`config.mk`:
```
export PLATFORM = sky130hd
export DESIGN_NAME = hall_excursion_lap_counter_flat
export DESIGN_NICKNAME = d
export VERILOG_FILES = /design/src/hel_pkg.sv /design/src/hel_if.sv /design/src/hel_accum.sv /design/src/hel_measure.sv /design/src/hall_excursion_lap_counter.sv /design/src/flat_wrapper.sv
export SDC_FILE = /design/constraint.sdc
export NUM_CORES = 2
export LEC_CHECK = 0
export BUFFER_PORTS_ARGS = -buffer_cell sky130_fd_sc_hd__buf_2
export CORE_ASPECT_RATIO = 2
export CORE_MARGIN = 2
export CORE_UTILIZATION = 30
export DETAILED_ROUTE_END_ITERATION = 7
export MAX_ROUTING_LAYER = met4
export PLACE_DENSITY = 0.55
export SLEW_MARGIN = 10
export SYNTH_ARGS = -nofsm -noshare
export SYNTH_HDL_FRONTEND = slang
export SYNTH_SLANG_ARGS = --single-unit
```
`constraint.sdc`:
```
create_clock -name clk -period 11.8 [get_ports clk]
set_input_delay 1.77 -clock clk [delete_from_list [all_inputs] [get_ports clk]]
set_output_delay 1.77 -clock clk [all_outputs]
set_load 0.01 [all_outputs]
```
`src/hel_pkg.sv`:
```
package hel_pkg;

  // Field widths of the sample and result transactions.
  localparam int ADC_W  = 10;
  localparam int BAND_W = 8;
  localparam int LAP_W  = 24;
  localparam int FRAC_W = 16;
  localparam int Q_W    = ADC_W + FRAC_W;

  // The group counters hold at most sixteen samples or measurements.
  localparam int CNT_W = 4;

  localparam logic [BAND_W-1:0] BAND_RESET = 8'd5;
  localparam logic [LAP_W-1:0]  LAP_MAX    = {LAP_W{1'b1}};

  // Exponential average: new = floor((99 * old + m) / 100), computed as
  // old + floor((m - old) / 100). The difference is below 2^24 whenever the
  // average runs, so the divide is a multiply by ceil(2^32 / 100).
  localparam int EMA_DIV     = 100;
  localparam int EMA_SHIFT   = 32;
  localparam int EMA_ARG_W   = 25;
  localparam int EMA_RECIP_W = 26;
  localparam int EMA_QUO_W   = 19;
  localparam longint unsigned EMA_RECIP =
      ((64'd1 << EMA_SHIFT) + EMA_DIV - 1) / EMA_DIV;
  localparam logic [EMA_ARG_W-1:0] EMA_ROUND = EMA_ARG_W'(EMA_DIV - 1);

  typedef enum logic [1:0] {
    EXC_INSIDE = 2'd0,
    EXC_LOW    = 2'd1,
    EXC_HIGH   = 2'd2
  } exc_state_t;

  typedef struct packed {
    logic [LAP_W-1:0] lap_count;
    logic             lap_event;
    logic [ADC_W-1:0] baseline_level;
    logic [ADC_W-1:0] measurement;
    logic             calibrated;
  } result_t;

endpackage

```
`src/hel_if.sv`:
```
interface sample_if;
  logic                        valid;
  logic                        ready;
  logic [hel_pkg::ADC_W-1:0]   adc_sample;

  modport source (output valid, output adc_sample, input ready);
  modport sink   (input valid, input adc_sample, output ready);
endinterface

interface result_if;
  logic                        valid;
  logic                        ready;
  logic [hel_pkg::LAP_W-1:0]   lap_count;
  logic                        lap_event;
  logic [hel_pkg::ADC_W-1:0]   baseline_level;
  logic [hel_pkg::ADC_W-1:0]   measurement;
  logic                        calibrated;

  modport source (output valid, output lap_count, output lap_event,
                  output baseline_level, output measurement, output calibrated,
                  input ready);
  modport sink   (input valid, input lap_count, input lap_event,
                  input baseline_level, input measurement, input calibrated,
                  output ready);
endinterface

```
`src/hel_accum.sv`:
```
module hel_accum #(
  parameter int SAMPLES_PER_MEASURE = 10,
  localparam int SUM_W = $clog2(SAMPLES_PER_MEASURE * 1023 + 1)
) (
  input  logic             clk,
  input  logic             rst,
  sample_if.sink           samples,
  input  logic             busy,
  output logic             start,
  output logic [SUM_W-1:0] start_sum
);

  logic [SUM_W-1:0]          group_sum;
  logic [hel_pkg::CNT_W-1:0] group_index;
  logic                      last;
  logic                      accept;
  logic [SUM_W-1:0]          sum_next;

  // The closing sample of a group waits while the measurement unit is busy.
  assign last          = (group_index == hel_pkg::CNT_W'(SAMPLES_PER_MEASURE - 1));
  assign samples.ready = !(last && busy);
  assign accept        = samples.valid && samples.ready;
  assign sum_next      = group_sum + SUM_W'(samples.adc_sample);
  assign start         = accept && last;
  assign start_sum     = sum_next;

  always_ff @(posedge clk) begin
    if (rst) begin
      group_sum   <= '0;
      group_index <= '0;
    end else if (accept) begin
      if (last) begin
        group_sum   <= '0;
        group_index <= '0;
      end else begin
        group_sum   <= sum_next;
        group_index <= group_index + 1'b1;
      end
    end
  end

endmodule

```
`src/hel_measure.sv`:
```
module hel_measure #(
  parameter int SAMPLES_PER_MEASURE  = 10,
  parameter int CALIBRATION_MEASURES = 10,
  localparam int SUM_W = $clog2(SAMPLES_PER_MEASURE * 1023 + 1)
) (
  input  logic                         clk,
  input  logic                         rst,
  input  logic                         start,
  input  logic [SUM_W-1:0]             start_sum,
  input  logic [hel_pkg::BAND_W-1:0]   band,
  input  logic                         out_free,
  output logic                         busy,
  output logic                         res_valid,
  output hel_pkg::result_t             res
);

  localparam int DIV_C = SAMPLES_PER_MEASURE * CALIBRATION_MEASURES;
  localparam int CAL_W = $clog2(DIV_C * 1023 + 1);
  // Reciprocals exact over the full range of each dividend.
  localparam int S1   = SUM_W + 4;
  localparam int M1_W = S1 + 1;
  localparam longint unsigned M1 =
      ((64'd1 << S1) + SAMPLES_PER_MEASURE - 1) / SAMPLES_PER_MEASURE;
  localparam int SC   = CAL_W + 8;
  localparam int MC_W = SC + 1;
  localparam longint unsigned MC = ((64'd1 << SC) + DIV_C - 1) / DIV_C;
  localparam int Q_W  = hel_pkg::Q_W;
  localparam int A_W  = hel_pkg::ADC_W;
  localparam int F_W  = hel_pkg::FRAC_W;

  // Fraction tables: floor(r * 2^16 / divisor) for each remainder r.
  logic [F_W-1:0] frac_s [16];
  logic [F_W-1:0] frac_c [256];

  for (genvar g = 0; g < 16; g++) begin : g_frac_s
    if (g < SAMPLES_PER_MEASURE) begin : g_used
      assign frac_s[g] = F_W'((g * 65536) / SAMPLES_PER_MEASURE);
    end else begin : g_unused
      assign frac_s[g] = '0;
    end
  end

  for (genvar g = 0; g < 256; g++) begin : g_frac_c
    if (g < DIV_C) begin : g_used
      assign frac_c[g] = F_W'((g * 65536) / DIV_C);
    end else begin : g_unused
      assign frac_c[g] = '0;
    end
  end

  logic [M1_W-1:0]                m1_c;
  logic [MC_W-1:0]                mc_c;
  logic [hel_pkg::EMA_RECIP_W-1:0] ema_c;
  assign m1_c  = M1_W'(M1);
  assign mc_c  = MC_W'(MC);
  assign ema_c = hel_pkg::EMA_RECIP_W'(hel_pkg::EMA_RECIP);

  // Persistent state.
  logic [Q_W-1:0]            baseline;
  hel_pkg::exc_state_t       exc_state, exc_next;
  logic [hel_pkg::LAP_W-1:0] lap_total;
  logic                      is_calibrated;
  logic [CAL_W-1:0]          cal_sum;
  logic [hel_pkg::CNT_W-1:0] cal_index;

  logic v1, v2, v3, adv;

  // Stage 1: exact measurement, band gate, calibration sum.
  logic [SUM_W-1:0]           s1_sum;
  logic [SUM_W+M1_W-1:0]      prod1;
  logic [A_W-1:0]             q1;
  logic [SUM_W-1:0]           rem1;
  logic [Q_W-1:0]             mq1;
  logic [Q_W:0]               d1, dabs1;
  logic [hel_pkg::EMA_ARG_W-1:0] u1;
  logic [Q_W:0]               band_q;
  logic                       inband1;
  logic [CAL_W-1:0]           cal_total1;
  logic                       cal_last1;

  assign band_q = {3'b000, band, {F_W{1'b0}}};

  always_comb begin
    prod1      = (SUM_W + M1_W)'(s1_sum) * (SUM_W + M1_W)'(m1_c);
    q1         = A_W'(prod1 >> S1);
    rem1       = s1_sum - SUM_W'(int'(q1) * SAMPLES_PER_MEASURE);
    mq1        = {q1, frac_s[rem1[3:0]]};
    d1         = {1'b0, mq1} - {1'b0, baseline};
    dabs1      = d1[Q_W] ? ((Q_W + 1)'(0) - d1) : d1;
    inband1    = dabs1 < band_q;
    u1         = d1[Q_W] ? (hel_pkg::EMA_ARG_W'(dabs1) + hel_pkg::EMA_ROUND)
                         : hel_pkg::EMA_ARG_W'(dabs1);
    cal_total1 = cal_sum + CAL_W'(s1_sum);
    cal_last1  = (cal_index == hel_pkg::CNT_W'(CALIBRATION_MEASURES - 1));
  end

  // Stage 2: the two constant divides.
  logic [Q_W-1:0]                 s2_mq;
  logic [hel_pkg::EMA_ARG_W-1:0]  s2_u;
  logic                           s2_neg, s2_inband, s2_cal, s2_cal_last;
  logic [CAL_W-1:0]               s2_cal_total;
  logic [hel_pkg::EMA_ARG_W+hel_pkg::EMA_RECIP_W-1:0] prod_ema;
  logic [CAL_W+MC_W-1:0]          prod_cal;

  assign prod_ema = (hel_pkg::EMA_ARG_W + hel_pkg::EMA_RECIP_W)'(s2_u)
                  * (hel_pkg::EMA_ARG_W + hel_pkg::EMA_RECIP_W)'(ema_c);
  assign prod_cal = (CAL_W + MC_W)'(s2_cal_total) * (CAL_W + MC_W)'(mc_c);

  // Stage 3: new baseline, window compare, lap count.
  logic [Q_W-1:0]                 s3_mq;
  logic                           s3_neg, s3_inband, s3_cal, s3_cal_last;
  logic [CAL_W-1:0]               s3_cal_total;
  logic [hel_pkg::EMA_QUO_W-1:0]  s3_qd;
  logic [A_W-1:0]                 s3_qc;

  logic [CAL_W-1:0]          remc;
  logic [Q_W-1:0]            cal_base, b_ema, b_new;
  logic [A_W-1:0]            fm;
  logic [Q_W:0]              f_q;
  logic                      below, above, lap_hit, cal_next;
  logic [hel_pkg::LAP_W-1:0] lap_next;

  always_comb begin
    remc     = s3_cal_total - CAL_W'(int'(s3_qc) * DIV_C);
    cal_base = {s3_qc, frac_c[remc[7:0]]};
    b_ema    = s3_neg ? (baseline - Q_W'(s3_qd)) : (baseline + Q_W'(s3_qd));
    if (s3_cal) begin
      b_new = s3_cal_last ? cal_base : baseline;
    end else begin
      b_new = s3_inband ? b_ema : baseline;
    end
    fm    = s3_mq[Q_W-1:F_W];
    f_q   = {1'b0, fm, {F_W{1'b0}}};
    below = (f_q + band_q) < {1'b0, b_new};
    above = f_q > ({1'b0, b_new} + band_q);
  end

  // Excursion tracker; it only runs once the baseline is set.
  always_comb begin
    exc_next = exc_state;
    lap_hit  = 1'b0;
    if (!s3_cal) begin
      case (exc_state)
        hel_pkg::EXC_LOW: begin
          if (!below) begin
            lap_hit  = 1'b1;
            exc_next = above ? hel_pkg::EXC_HIGH : hel_pkg::EXC_INSIDE;
          end
        end
        hel_pkg::EXC_HIGH: begin
          if (!above) begin
            lap_hit  = 1'b1;
            exc_next = hel_pkg::EXC_INSIDE;
          end
        end
        default: begin
          if (below) begin
            exc_next = hel_pkg::EXC_LOW;
          end else if (above) begin
            exc_next = hel_pkg::EXC_HIGH;
          end else begin
            exc_next = hel_pkg::EXC_INSIDE;
          end
        end
      endcase
    end
  end

  always_comb begin
    lap_next = lap_total;
    if (lap_hit && (lap_total != hel_pkg::LAP_MAX)) begin
      lap_next = lap_total + 1'b1;
    end
    cal_next = is_calibrated || (s3_cal && s3_cal_last);
    res.lap_count      = lap_next;
    res.lap_event      = lap_hit;
    res.baseline_level = b_new[Q_W-1:F_W];
    res.measurement    = fm;
    res.calibrated     = cal_next;
  end

  assign adv       = v3 && out_free;
  assign res_valid = adv;
  // A new group may enter in the same cycle the last one retires.
  assign busy      = v1 || v2 || (v3 && !out_free);

  always_ff @(posedge clk) begin
    if (rst) begin
      v1 <= 1'b0;
      v2 <= 1'b0;
      v3 <= 1'b0;
    end else begin
      v1 <= start;
      v2 <= v1;
      v3 <= v2 || (v3 && !adv);
    end
  end

  always_ff @(posedge clk) begin
    if (start) begin
      s1_sum <= start_sum;
    end
    if (v1) begin
      s2_mq        <= mq1;
      s2_u         <= u1;
      s2_neg       <= d1[Q_W];
      s2_inband    <= inband1;
      s2_cal       <= !is_calibrated;
      s2_cal_last  <= cal_last1;
      s2_cal_total <= cal_total1;
    end
    if (v2) begin
      s3_mq        <= s2_mq;
      s3_neg       <= s2_neg;
      s3_inband    <= s2_inband;
      s3_cal       <= s2_cal;
      s3_cal_last  <= s2_cal_last;
      s3_cal_total <= s2_cal_total;
      s3_qd        <= hel_pkg::EMA_QUO_W'(prod_ema >> hel_pkg::EMA_SHIFT);
      s3_qc        <= A_W'(prod_cal >> SC);
    end
  end

  always_ff @(posedge clk) begin
    if (rst) begin
      cal_sum   <= '0;
      cal_index <= '0;
    end else if (v1 && !is_calibrated) begin
      if (cal_last1) begin
        cal_sum   <= '0;
        cal_index <= '0;
      end else begin
        cal_sum   <= cal_total1;
        cal_index <= cal_index + 1'b1;
      end
    end
  end

  always_ff @(posedge clk) begin
    if (rst) begin
      baseline      <= '0;
      exc_state     <= hel_pkg::EXC_INSIDE;
      lap_total     <= '0;
      is_calibrated <= 1'b0;
    end else if (adv) begin
      baseline      <= b_new;
      exc_state     <= exc_next;
      lap_total     <= lap_next;
      is_calibrated <= cal_next;
    end
  end

endmodule

```
`src/hall_excursion_lap_counter.sv`:
```
// A result goes from the sample that closes its group through the stage 1, 2
// and 3 registers and the result register. Throughput: one sample per cycle
// while SAMPLES_PER_MEASURE >= 3 and results are taken; the three-stage
// measurement unit holds one group at a time. One result per group of samples.
// Reset (rst, synchronous, active high) clears the group and calibration sums,
// counters, baseline, excursion state and lap count, and sets the band half width to 5.
module hall_excursion_lap_counter #(
  parameter int SAMPLES_PER_MEASURE  = 10,
  parameter int CALIBRATION_MEASURES = 10
) (
  input  logic                       clk,
  input  logic                       rst,
  input  logic                       cfg_wr_en,
  input  logic [hel_pkg::BAND_W-1:0] cfg_wr_data,
  sample_if.sink                     samples,
  result_if.source                   results
);

  localparam int SUM_W = $clog2(SAMPLES_PER_MEASURE * 1023 + 1);

  // Band half width register. Writes are to arrive only while the block is idle; the block does not enforce this.
  logic [hel_pkg::BAND_W-1:0] band;

  always_ff @(posedge clk) begin
    if (rst) begin
      band <= hel_pkg::BAND_RESET;
    end else if (cfg_wr_en) begin
      band <= cfg_wr_data;
    end
  end

  // The accumulator sums each group of samples. When the last sample of a
  // group is accepted it hands the group sum to the measurement unit.
  logic             start;
  logic [SUM_W-1:0] start_sum;
  logic             busy;

  hel_accum #(
    .SAMPLES_PER_MEASURE (SAMPLES_PER_MEASURE)
  ) u_accum (
    .clk       (clk),
    .rst       (rst),
    .samples   (samples),
    .busy      (busy),
    .start     (start),
    .start_sum (start_sum)
  );

  // The measurement unit forms the Q10.16 measurement, runs calibration or
  // the gated exponential average, and then the window comparator that
  // tracks excursions and counts laps.
  logic             out_valid;
  logic             out_free;
  logic             res_valid;
  hel_pkg::result_t res;
  hel_pkg::result_t out_data;

  // The result register takes a new result when it is empty or its current
  // transaction completes in this cycle.
  assign out_free = !out_valid || results.ready;

  hel_measure #(
    .SAMPLES_PER_MEASURE  (SAMPLES_PER_MEASURE),
    .CALIBRATION_MEASURES (CALIBRATION_MEASURES)
  ) u_measure (
    .clk       (clk),
    .rst       (rst),
    .start     (start),
    .start_sum (start_sum),
    .band      (band),
    .out_free  (out_free),
    .busy      (busy),
    .res_valid (res_valid),
    .res       (res)
  );

  // Result register. It parts the two sides, so samples keep flowing while
  // a finished result waits to be taken, until a closing sample finds the unit busy.
  always_ff @(posedge clk) begin
    if (rst) begin
      out_valid <= 1'b0;
    end else if (res_valid) begin
      out_valid <= 1'b1;
    end else if (results.ready) begin
      out_valid <= 1'b0;
    end
  end

  always_ff @(posedge clk) begin
    if (res_valid) begin
      out_data <= res;
    end
  end

  assign results.valid          = out_valid;
  assign results.lap_count      = out_data.lap_count;
  assign results.lap_event      = out_data.lap_event;
  assign results.baseline_level = out_data.baseline_level;
  assign results.measurement    = out_data.measurement;
  assign results.calibrated     = out_data.calibrated;

`ifndef SYNTHESIS
  // A group never enters the measurement unit while another is in flight.
  assert property (@(posedge clk) disable iff (rst) start |-> !busy)
    else $error("group handed over while measurement unit busy");

  // Laps are only counted after the baseline has been set.
  assert property (@(posedge clk) disable iff (rst)
    (results.valid && results.lap_event) |-> results.calibrated)
    else $error("lap counted before calibration");

  // A counted lap leaves a nonzero total.
  assert property (@(posedge clk) disable iff (rst)
    (results.valid && results.lap_event) |-> (results.lap_count != '0))
    else $error("lap event with zero lap count");
`endif

endmodule
```
`src/flat_wrapper.sv`:
```
// flat-port wrapper written by rule: the top's interface ports become plain ports
module hall_excursion_lap_counter_flat 
#(
  parameter int SAMPLES_PER_MEASURE  = 10,
  parameter int CALIBRATION_MEASURES = 10
)
  (clk, rst, cfg_wr_en, cfg_wr_data, samples_valid, samples_adc_sample, samples_ready, results_valid, results_lap_count, results_lap_event, results_baseline_level, results_measurement, results_calibrated, results_ready);
  sample_if samples_i ();
  result_if results_i ();
  input  logic clk;
  input  logic rst;
  input  logic cfg_wr_en;
  input  logic [hel_pkg::BAND_W-1:0] cfg_wr_data;
  input wire logic [$bits(samples_i.valid)-1:0] samples_valid;
  input wire logic [$bits(samples_i.adc_sample)-1:0] samples_adc_sample;
  output wire logic [$bits(samples_i.ready)-1:0] samples_ready;
  output wire logic [$bits(results_i.valid)-1:0] results_valid;
  output wire logic [$bits(results_i.lap_count)-1:0] results_lap_count;
  output wire logic [$bits(results_i.lap_event)-1:0] results_lap_event;
  output wire logic [$bits(results_i.baseline_level)-1:0] results_baseline_level;
  output wire logic [$bits(results_i.measurement)-1:0] results_measurement;
  output wire logic [$bits(results_i.calibrated)-1:0] results_calibrated;
  input wire logic [$bits(results_i.ready)-1:0] results_ready;
  assign samples_i.valid = samples_valid;
  assign samples_i.adc_sample = samples_adc_sample;
  assign samples_ready = samples_i.ready;
  assign results_valid = results_i.valid;
  assign results_lap_count = results_i.lap_count;
  assign results_lap_event = results_i.lap_event;
  assign results_baseline_level = results_i.baseline_level;
  assign results_measurement = results_i.measurement;
  assign results_calibrated = results_i.calibrated;
  assign results_i.ready = results_ready;
  hall_excursion_lap_counter #(.SAMPLES_PER_MEASURE(SAMPLES_PER_MEASURE), .CALIBRATION_MEASURES(CALIBRATION_MEASURES)) u_core (.clk(clk), .rst(rst), .cfg_wr_en(cfg_wr_en), .cfg_wr_data(cfg_wr_data), .samples(samples_i), .results(results_i));
endmodule
```
# Word-level counts from Yosys, hierarchy flattened

Memory sizes are Yosys's and may differ from the RTL's.
Index checks and enable logic that the tools add are counted.

Register bits: 303
Bits in latches: 0
RAM bits: 0
Memory bits (read-only): 4352
Output and inout bits: 48
Memories: 2

Add/subtract/negate cells: 14
Multiply operators: 5
Divide/modulo/power cells: 0
$lt $le $gt $ge: 5
Equal/unequal tests: 7
Shifts and indexed selects: 0
Muxes and demuxes: 26
Bitwise gates (word level): 3
Reductions and logical operators: 21

Memory list:

| name            | depth | bits a word | read ports | clocked after Yosys merged registers in | write ports | line               | text |
|---|---|---|---|---|---|---|---|
| (no name shown) | 256   | 16          | 1          | 0                                       | 0           | hel_measure.sv:125 | `cal_base = {s3_qc, frac_c[remc[7:0]]};` |
| (no name shown) | 16    | 16          | 1          | 0                                       | 0           | hel_measure.sv:87  | `mq1 = {q1, frac_s[rem1[3:0]]};` |

Operator list:

| operator                 | count |
|---|---|
| $mux W26                 | 4 |
| $mux W16                 | 4 |
| $add A26 B24 Y27         | 2 |
| $mul A25 B26 Y51 const B | 1 |
| $mul A17 B19 Y35 const B | 1 |
| $mul A14 B15 Y28 const B | 1 |
| $gt A26 B27 Y1           | 1 |
| $lt A27 B24 Y1           | 1 |
| $lt A27 B26 Y1           | 1 |
| $mux W27                 | 1 |
| $sub A1 B27 Y27 const A  | 1 |
| $sub A26 B26 Y27         | 1 |
| $add A26 B19 Y26         | 1 |
| $sub A26 B19 Y26         | 1 |
| $add A25 B7 Y25 const B  | 1 |
| $mux W25                 | 1 |
| $add A24 B1 Y24 const B  | 1 |
| $mux W24                 | 1 |
| $ne A24 B24 Y1 const B   | 1 |
| $add A17 B14 Y17         | 1 |
| $mux W17                 | 1 |
| $add A14 B10 Y14         | 1 |
| $mux W14                 | 1 |
| $mul A10 B3 Y3 const B   | 1 |
| 23 further kinds         | 50 |

# Depth between registers and ports, before layout

Depth after elaboration: 15
Mapped depth: 48
Gate-level depth less buffers: 46

# Modules after synthesis

Synthesis repeated with hierarchy kept, for this count alone.

Cell total of the unflattened synthesis: 4039
Area total of the unflattened synthesis: 38075.3 um^2

By module, submodules not included:

| module                     | instances | cells each | area an instance (um^2) |
|---|---|---|---|
| hel_measure                | 1         | 3793       | 35014.8 |
| hall_excursion_lap_counter | 1         | 76         | 1710.4 |
| hel_accum                  | 1         | 170        | 1350.0 |

# Least setup slack after synthesis

No wires, ideal clock.

Kind: register to register
Start point: register u_core.u_measure.s1_sum[11]
End point: register u_core.u_measure.s2_u[24] in the netlist's numbering, data pin
Library setup time: 0.265 ns
Data arrival time: 10.346 ns
Path slack: 1.189 ns
Stages on the path, launching flop included: 41
Buffers on the path: 0
Clock period less this slack: 10.611 ns
Cell sequence: edfxtp_1 -> fa_1 -> inv_1 -> fa_1 -> fa_1 -> fa_1 -> inv_1 -> fa_1 -> fa_1 -> ha_1 -> a21o_1 -> a211oi_1 -> a21oi_1 -> o21a_1 -> a21oi_1 -> xnor2_1 -> ha_1 -> fa_1 -> (+5 left out) -> o211ai_1 -> ha_1 -> nor2b_1 -> o31a_1 -> o21ai_1 -> a21oi_1 -> o211ai_1 -> nand3_1 -> o211a_1 -> or2_2 -> ha_1 -> nor3_1 -> nor3_1 -> a31oi_1 -> and2_1 -> nor3b_1 -> a41oi_1 -> xnor2_1

Word-level cells in the longest chain between the ends: 12

RTL lines:

| item                                         | line               | text |
|---|---|---|
| from (decl)                                  | hel_measure.sv:69  | `logic [SUM_W-1:0] s1_sum;` |
| from (signal assigned)                       | hel_measure.sv:201 | `s1_sum <= start_sum;` |
| $mul A14 B15 Y28 *                           | hel_measure.sv:84  | `prod1 = (SUM_W + M1_W)'(s1_sum) * (SUM_W + M1_W)'(m1_c);` |
| via u_core.u_measure.mq1[16]                 | hel_measure.sv:73  | `logic [Q_W-1:0] mq1;` |
| $mul A10 B3 Y3                               | hel_measure.sv:86  | `rem1 = s1_sum - SUM_W'(int'(q1) * SAMPLES_PER_MEASURE);` |
| $sub A4 B4 Y4                                | hel_measure.sv:86  |  |
| $not A4 Y5 (not written as such)             | hel_measure.sv:87  |  |
| $mem_v2 Z16 W16                              | --                 |  |
| $mux W16 (not written as such) (2 in series) | hel_measure.sv:87  |  |
| $sub A26 B26 Y27 *                           | hel_measure.sv:88  | `d1 = {1'b0, mq1} - {1'b0, baseline};` |
| $sub A1 B27 Y27                              | hel_measure.sv:89  | `dabs1 = d1[Q_W] ? ((Q_W + 1)'(0) - d1) : d1;` |
| $mux W27                                     | hel_measure.sv:89  |  |
| $add A25 B7 Y25                              | hel_measure.sv:91  | `u1 = d1[Q_W] ? (hel_pkg::EMA_ARG_W'(dabs1) + hel_pkg::EMA_ROUND)` |
| $mux W25 *                                   | hel_measure.sv:91  |  |
| via u_core.u_measure.u1 (one bit)            | hel_measure.sv:75  | `logic [hel_pkg::EMA_ARG_W-1:0] u1;` |
| to (signal assigned)                         | hel_measure.sv:205 | `s2_u <= u1;` |
| to (decl)                                    | hel_measure.sv:99  | `logic [hel_pkg::EMA_ARG_W-1:0] s2_u;` |

The timed path passes the listed nets; every way through them passes the cells marked *. The select of a mux whose other input is x is not followed.
A chain may end at the register's enable or synchronous reset.

# Worst setup path after layout

Start point: register u_core.u_measure.s1_sum[12]
End point: register u_core.u_measure.s2_inband, data pin

Word-level cells in the longest chain between the ends: 11

RTL lines:

| item                                         | line               | text |
|---|---|---|
| $mul A14 B15 Y28 *                           | hel_measure.sv:84  |  |
| via u_core.u_measure.mq1[16]                 | hel_measure.sv:73  |  |
| $mul A10 B3 Y3                               | hel_measure.sv:86  |  |
| $sub A4 B4 Y4                                | hel_measure.sv:86  |  |
| $not A4 Y5 (not written as such)             | hel_measure.sv:87  |  |
| $mem_v2 Z16 W16                              | --                 |  |
| $mux W16 (not written as such) (2 in series) | hel_measure.sv:87  |  |
| $sub A26 B26 Y27 *                           | hel_measure.sv:88  |  |
| $sub A1 B27 Y27                              | hel_measure.sv:89  |  |
| $mux W27 *                                   | hel_measure.sv:89  |  |
| $lt A27 B24 Y1 *                             | hel_measure.sv:90  | `inband1 = dabs1 < band_q;` |
| via u_core.u_measure.inband1                 | hel_measure.sv:77  | `logic inband1;` |
| to (signal assigned)                         | hel_measure.sv:207 | `s2_inband <= inband1;` |
| to (decl)                                    | hel_measure.sv:100 | `logic s2_neg, s2_inband, s2_cal, s2_cal_last;` |

Marked as above.

==> summary.md <==
| Metric | Value |
|---|---|
| DIE WIDTH | `253 µm` |
| DRC viols | `0` |
| Synth area leaders | `ha_1 22%, fa_1 21%, edfxtp_1 13%` |
| TritonRoute pass-1 iters | `5` |
| Distinct cell type count after synthesis | `90` |
| Register area share after synthesis | `19.0%` |
| Worst Path Required | `12.26 ns` |
| Leak pwr | `18.9 nW` |
| CTS tree | `yes` |
| Mapped Cells | `3925` |
| Ys flop type | `edfxtp_1` |
| Fin area | `40700 µm²` |
| Antenna violations before repair | `1` |
| Met3 Usage GRT | `1.61%` |
| H-tree depth | `1` |
| Die footprint | `127000 µm²` |
| Crit end category | `flip-flop` |
| Grt ovf | `0` |
| Min Tclk post-route | `11.16 ns` |
| I/O pins | `71` |
| Antenna cell count | `0` |
| Synth cell count leaders | `741 x inv_1, 657 x ha_1, 389 x fa_1, 236 x nor2_1, 207 x a21oi_1` |
| Final ANT Viol Nets | `0` |
| GR met2 Demand/Resource | `37.5%` |
| TNS Setup | `0 ns` |
| Fraction of registers with async set/reset | `0%` |
| Worst skew pair latency | `0.61 ns` |
| DR iter-0 viols | `1292` |
| Number of global-route vias before repair | `30200` |
| Hold_buf cts | `0` |
| Fin. Hold Viols | `0` |
| Most common cell in the synthesized netlist | `inv_1` |
| Wire per inst | `20.9 µm` |
| Worst-path clk slew | `0.07 ns` |
| Measured slew at the worst slew-check pin | `1.10 ns` |
| Max clock buf depth | `3` |
| Gr busiest metal | `met2` |
| Vias per cell | `5.02` |
| Crit Path Category | `reg -> reg` |
| All-layer global routing usage | `19.1%` |
| Fmax | `0.0896 GHz` |
| Global-route wire length before repair | `177 mm` |
| Wirelength, routed | `118 mm` |
| Initial Util | `30.3%` |
| Max-slew headroom | `26.2%` |
| Syn Area/Cell | `9.50 µm²` |
| Clock tree sinks | `271` |
| Cell mode on critical path | `fa_1` |
| Max incr delay on CP | `0.56 ns` |
| Mapped cell area | `37300 µm²` |
| GR Util met1 | `16.1%` |
| Most area-hungry cell type in the Yosys netlist | `ha_1` |
| Core box area | `123000 µm²` |
| Synth Net Count | `4994` |
| # port buffers | `70` |
| Overall power | `2.08 mW` |
| Top cell type's share of synthesized area | `22.1%` |
| Buf+Inv Stages, Crit Path | `3` |
| #FFs+latches synth | `271` |
| Critical Path AT | `11.62 ns` |
| Period Utilization, post-route | `94.6%` |
| Max-Cap Viols | `0` |
| CP max stage cell | `fa_1` |
| Yosys warns | `0` |
| Die Height | `502 µm` |
| Layout cells sized above 1 | `5.62%` |
| Critical path startpoint category | `flip-flop` |
| Num CTS Buffers | `29` |
| Final Slew Violations | `0` |
| Post-DP Area | `39600 µm²` |
| DR vias | `28300` |
| RSZ-0062 raised after global routing | `no` |
| Pwr dens | `51.1 nW/µm²` |
| CTS root buf | `clkbuf_16` |
| Area Overhead vs Synth | `9.19%` |
| Peak supply drop | `104 µV` |
| GP Congestion | `1.00` |
| Rows | `182` |
| HPWL Detailed | `99.9 mm` |
| # setup viols final | `0` |
| Delay-heaviest family, CP | `adder cells` |
| Min-Delay Path Class | `reg -> reg` |
| Largest net degree at the start of global routing | `82` |
| Skew final | `0.0145 ns` |
| Post-synth EDFFs | `167` |
| Final layout net count | `5034` |
| Status | `finished, final reports clean` |
| Worst-path maximum fanout | `7` |
stage by stage:
stage	hold slack [ns]	setup slack [ns]	cells	utilization, %
2_1_floorplan	0.400	1.19	3925	-
3_3_place_gp	0.405	0.216	5584	32.1
3_5_place_dp	0.405	0.0836	5584	32.1
4_1_cts	0.414	0.0318	5638	32.9
5_1_grt	0.436	0.00283	5644	33.0
6_report	0.414	0.638	5644	33.0
area by class of cell:
type / instances / area, µm²
Sequential cell: 271 / 7100
Clock inverter: 21 / 194
Clock buffer: 33 / 771
Fill cell: 12800 / 82500
Tap cell: 1656 / 2070
Multi-Input combinational cell: 2811 / 27100
Timing Repair Buffer: 109 / 646
Inverter: 743 / 2790
cell families (layout without fill, tap and decap cells):
kind of cell | after synthesis | count (layout) | synth area share, %
xor+xnor | 219 | 219 | 5.15
flops | 271 | 271 | 19.0
fa+ha+maj | 1046 | 1046 | 43.0
simple gates | 770 | 770 | 10.1
buf+inv | 843 | 906 | 8.59
mux | 40 | 40 | 1.30
compound gates | 736 | 736 | 12.9
final timing paths:
check	to	cells past startpoint	slack (ns)	startpoint
worst max-delay path	u_core.u_measure.s2_inband	41	0.64	u_core.u_measure.s1_sum[12]
worst min-delay path	u_core.u_measure.s3_mq[19]	0	0.41	u_core.u_measure.s2_mq[19]
worst max register to register	u_core.u_measure.s2_inband	41	0.64	u_core.u_measure.s1_sum[12]
worst min register to register	u_core.u_measure.s3_mq[19]	0	0.41	u_core.u_measure.s2_mq[19]
where the power goes:
group / total [mW] / leakage [nW] / switching (mW) / internal, mW
Combinational: 0.108 / 16.1 / 0.0645 / 0.0432
Sequential: 1.01 / 2.31 / 0.00795 / 1.00
Clock: 0.959 / 0.465 / 0.440 / 0.519
Total: 2.08 / 18.9 / 0.512 / 1.57
timing repair:
| item | 4_1_cts | 5_1_grt |
|---|---|---|
| setup endpoints to repair | 0 | 15 |
| resized for setup | 0 | 19 |
| buffers inserted | 0 | 6 |
layout by cell type, fill, tap and decap left out, types with 18 or more instances in the layout:
master | netlist | routed
nor2b_1 | 39 | 39
nor2_1 | 236 | 235
xnor2_1 | 150 | 144
ha_1 | 657 | 655
o21ai_0 | 128 | 127
clkbuf_16 | 0 | 29
a22oi_1 | 30 | 30
a211oi_1 | 35 | 34
a21o_1 | 63 | 63
nand2_1 | 151 | 151
buf_2 | 22 | 69
o21bai_1 | 21 | 21
nand3_1 | 69 | 68
nand4_1 | 29 | 29
o211ai_1 | 32 | 32
fa_1 | 389 | 388
nand2b_1 | 29 | 29
nor3_1 | 71 | 67
o31ai_1 | 19 | 18
o21a_1 | 25 | 25
or3_1 | 42 | 42
edfxtp_1 | 167 | 167
mux2i_1 | 28 | 28
a21oi_1 | 207 | 207
and2_1 | 19 | 19
and3_1 | 19 | 19
o22ai_1 | 21 | 21
a31oi_1 | 24 | 23
dfxtp_1 | 104 | 102
xor2_1 | 69 | 66
buf_4 | 1 | 40
inv_1 | 741 | 741
per-layer routing:
metal	wire length (µm)	vias up
met1	36400	13900
met3	3330	356
met2	66300	661
met4	11900	0
li1	-	13400
met5	0	-
registers in the layout, indices dropped and copies added, names as in the netlist, 14 cells and up:
signal,flops
u_core.results.lap_count,24
u_core.u_accum.group_sum,14
u_core.u_measure.baseline,26
u_core.u_measure.cal_sum,17
u_core.u_measure.lap_total,24
u_core.u_measure.s1_sum,14
u_core.u_measure.s2_cal_total,17
u_core.u_measure.s2_u,25
u_core.u_measure.s3_qd,19
Power figures use the tool's default switching activity.
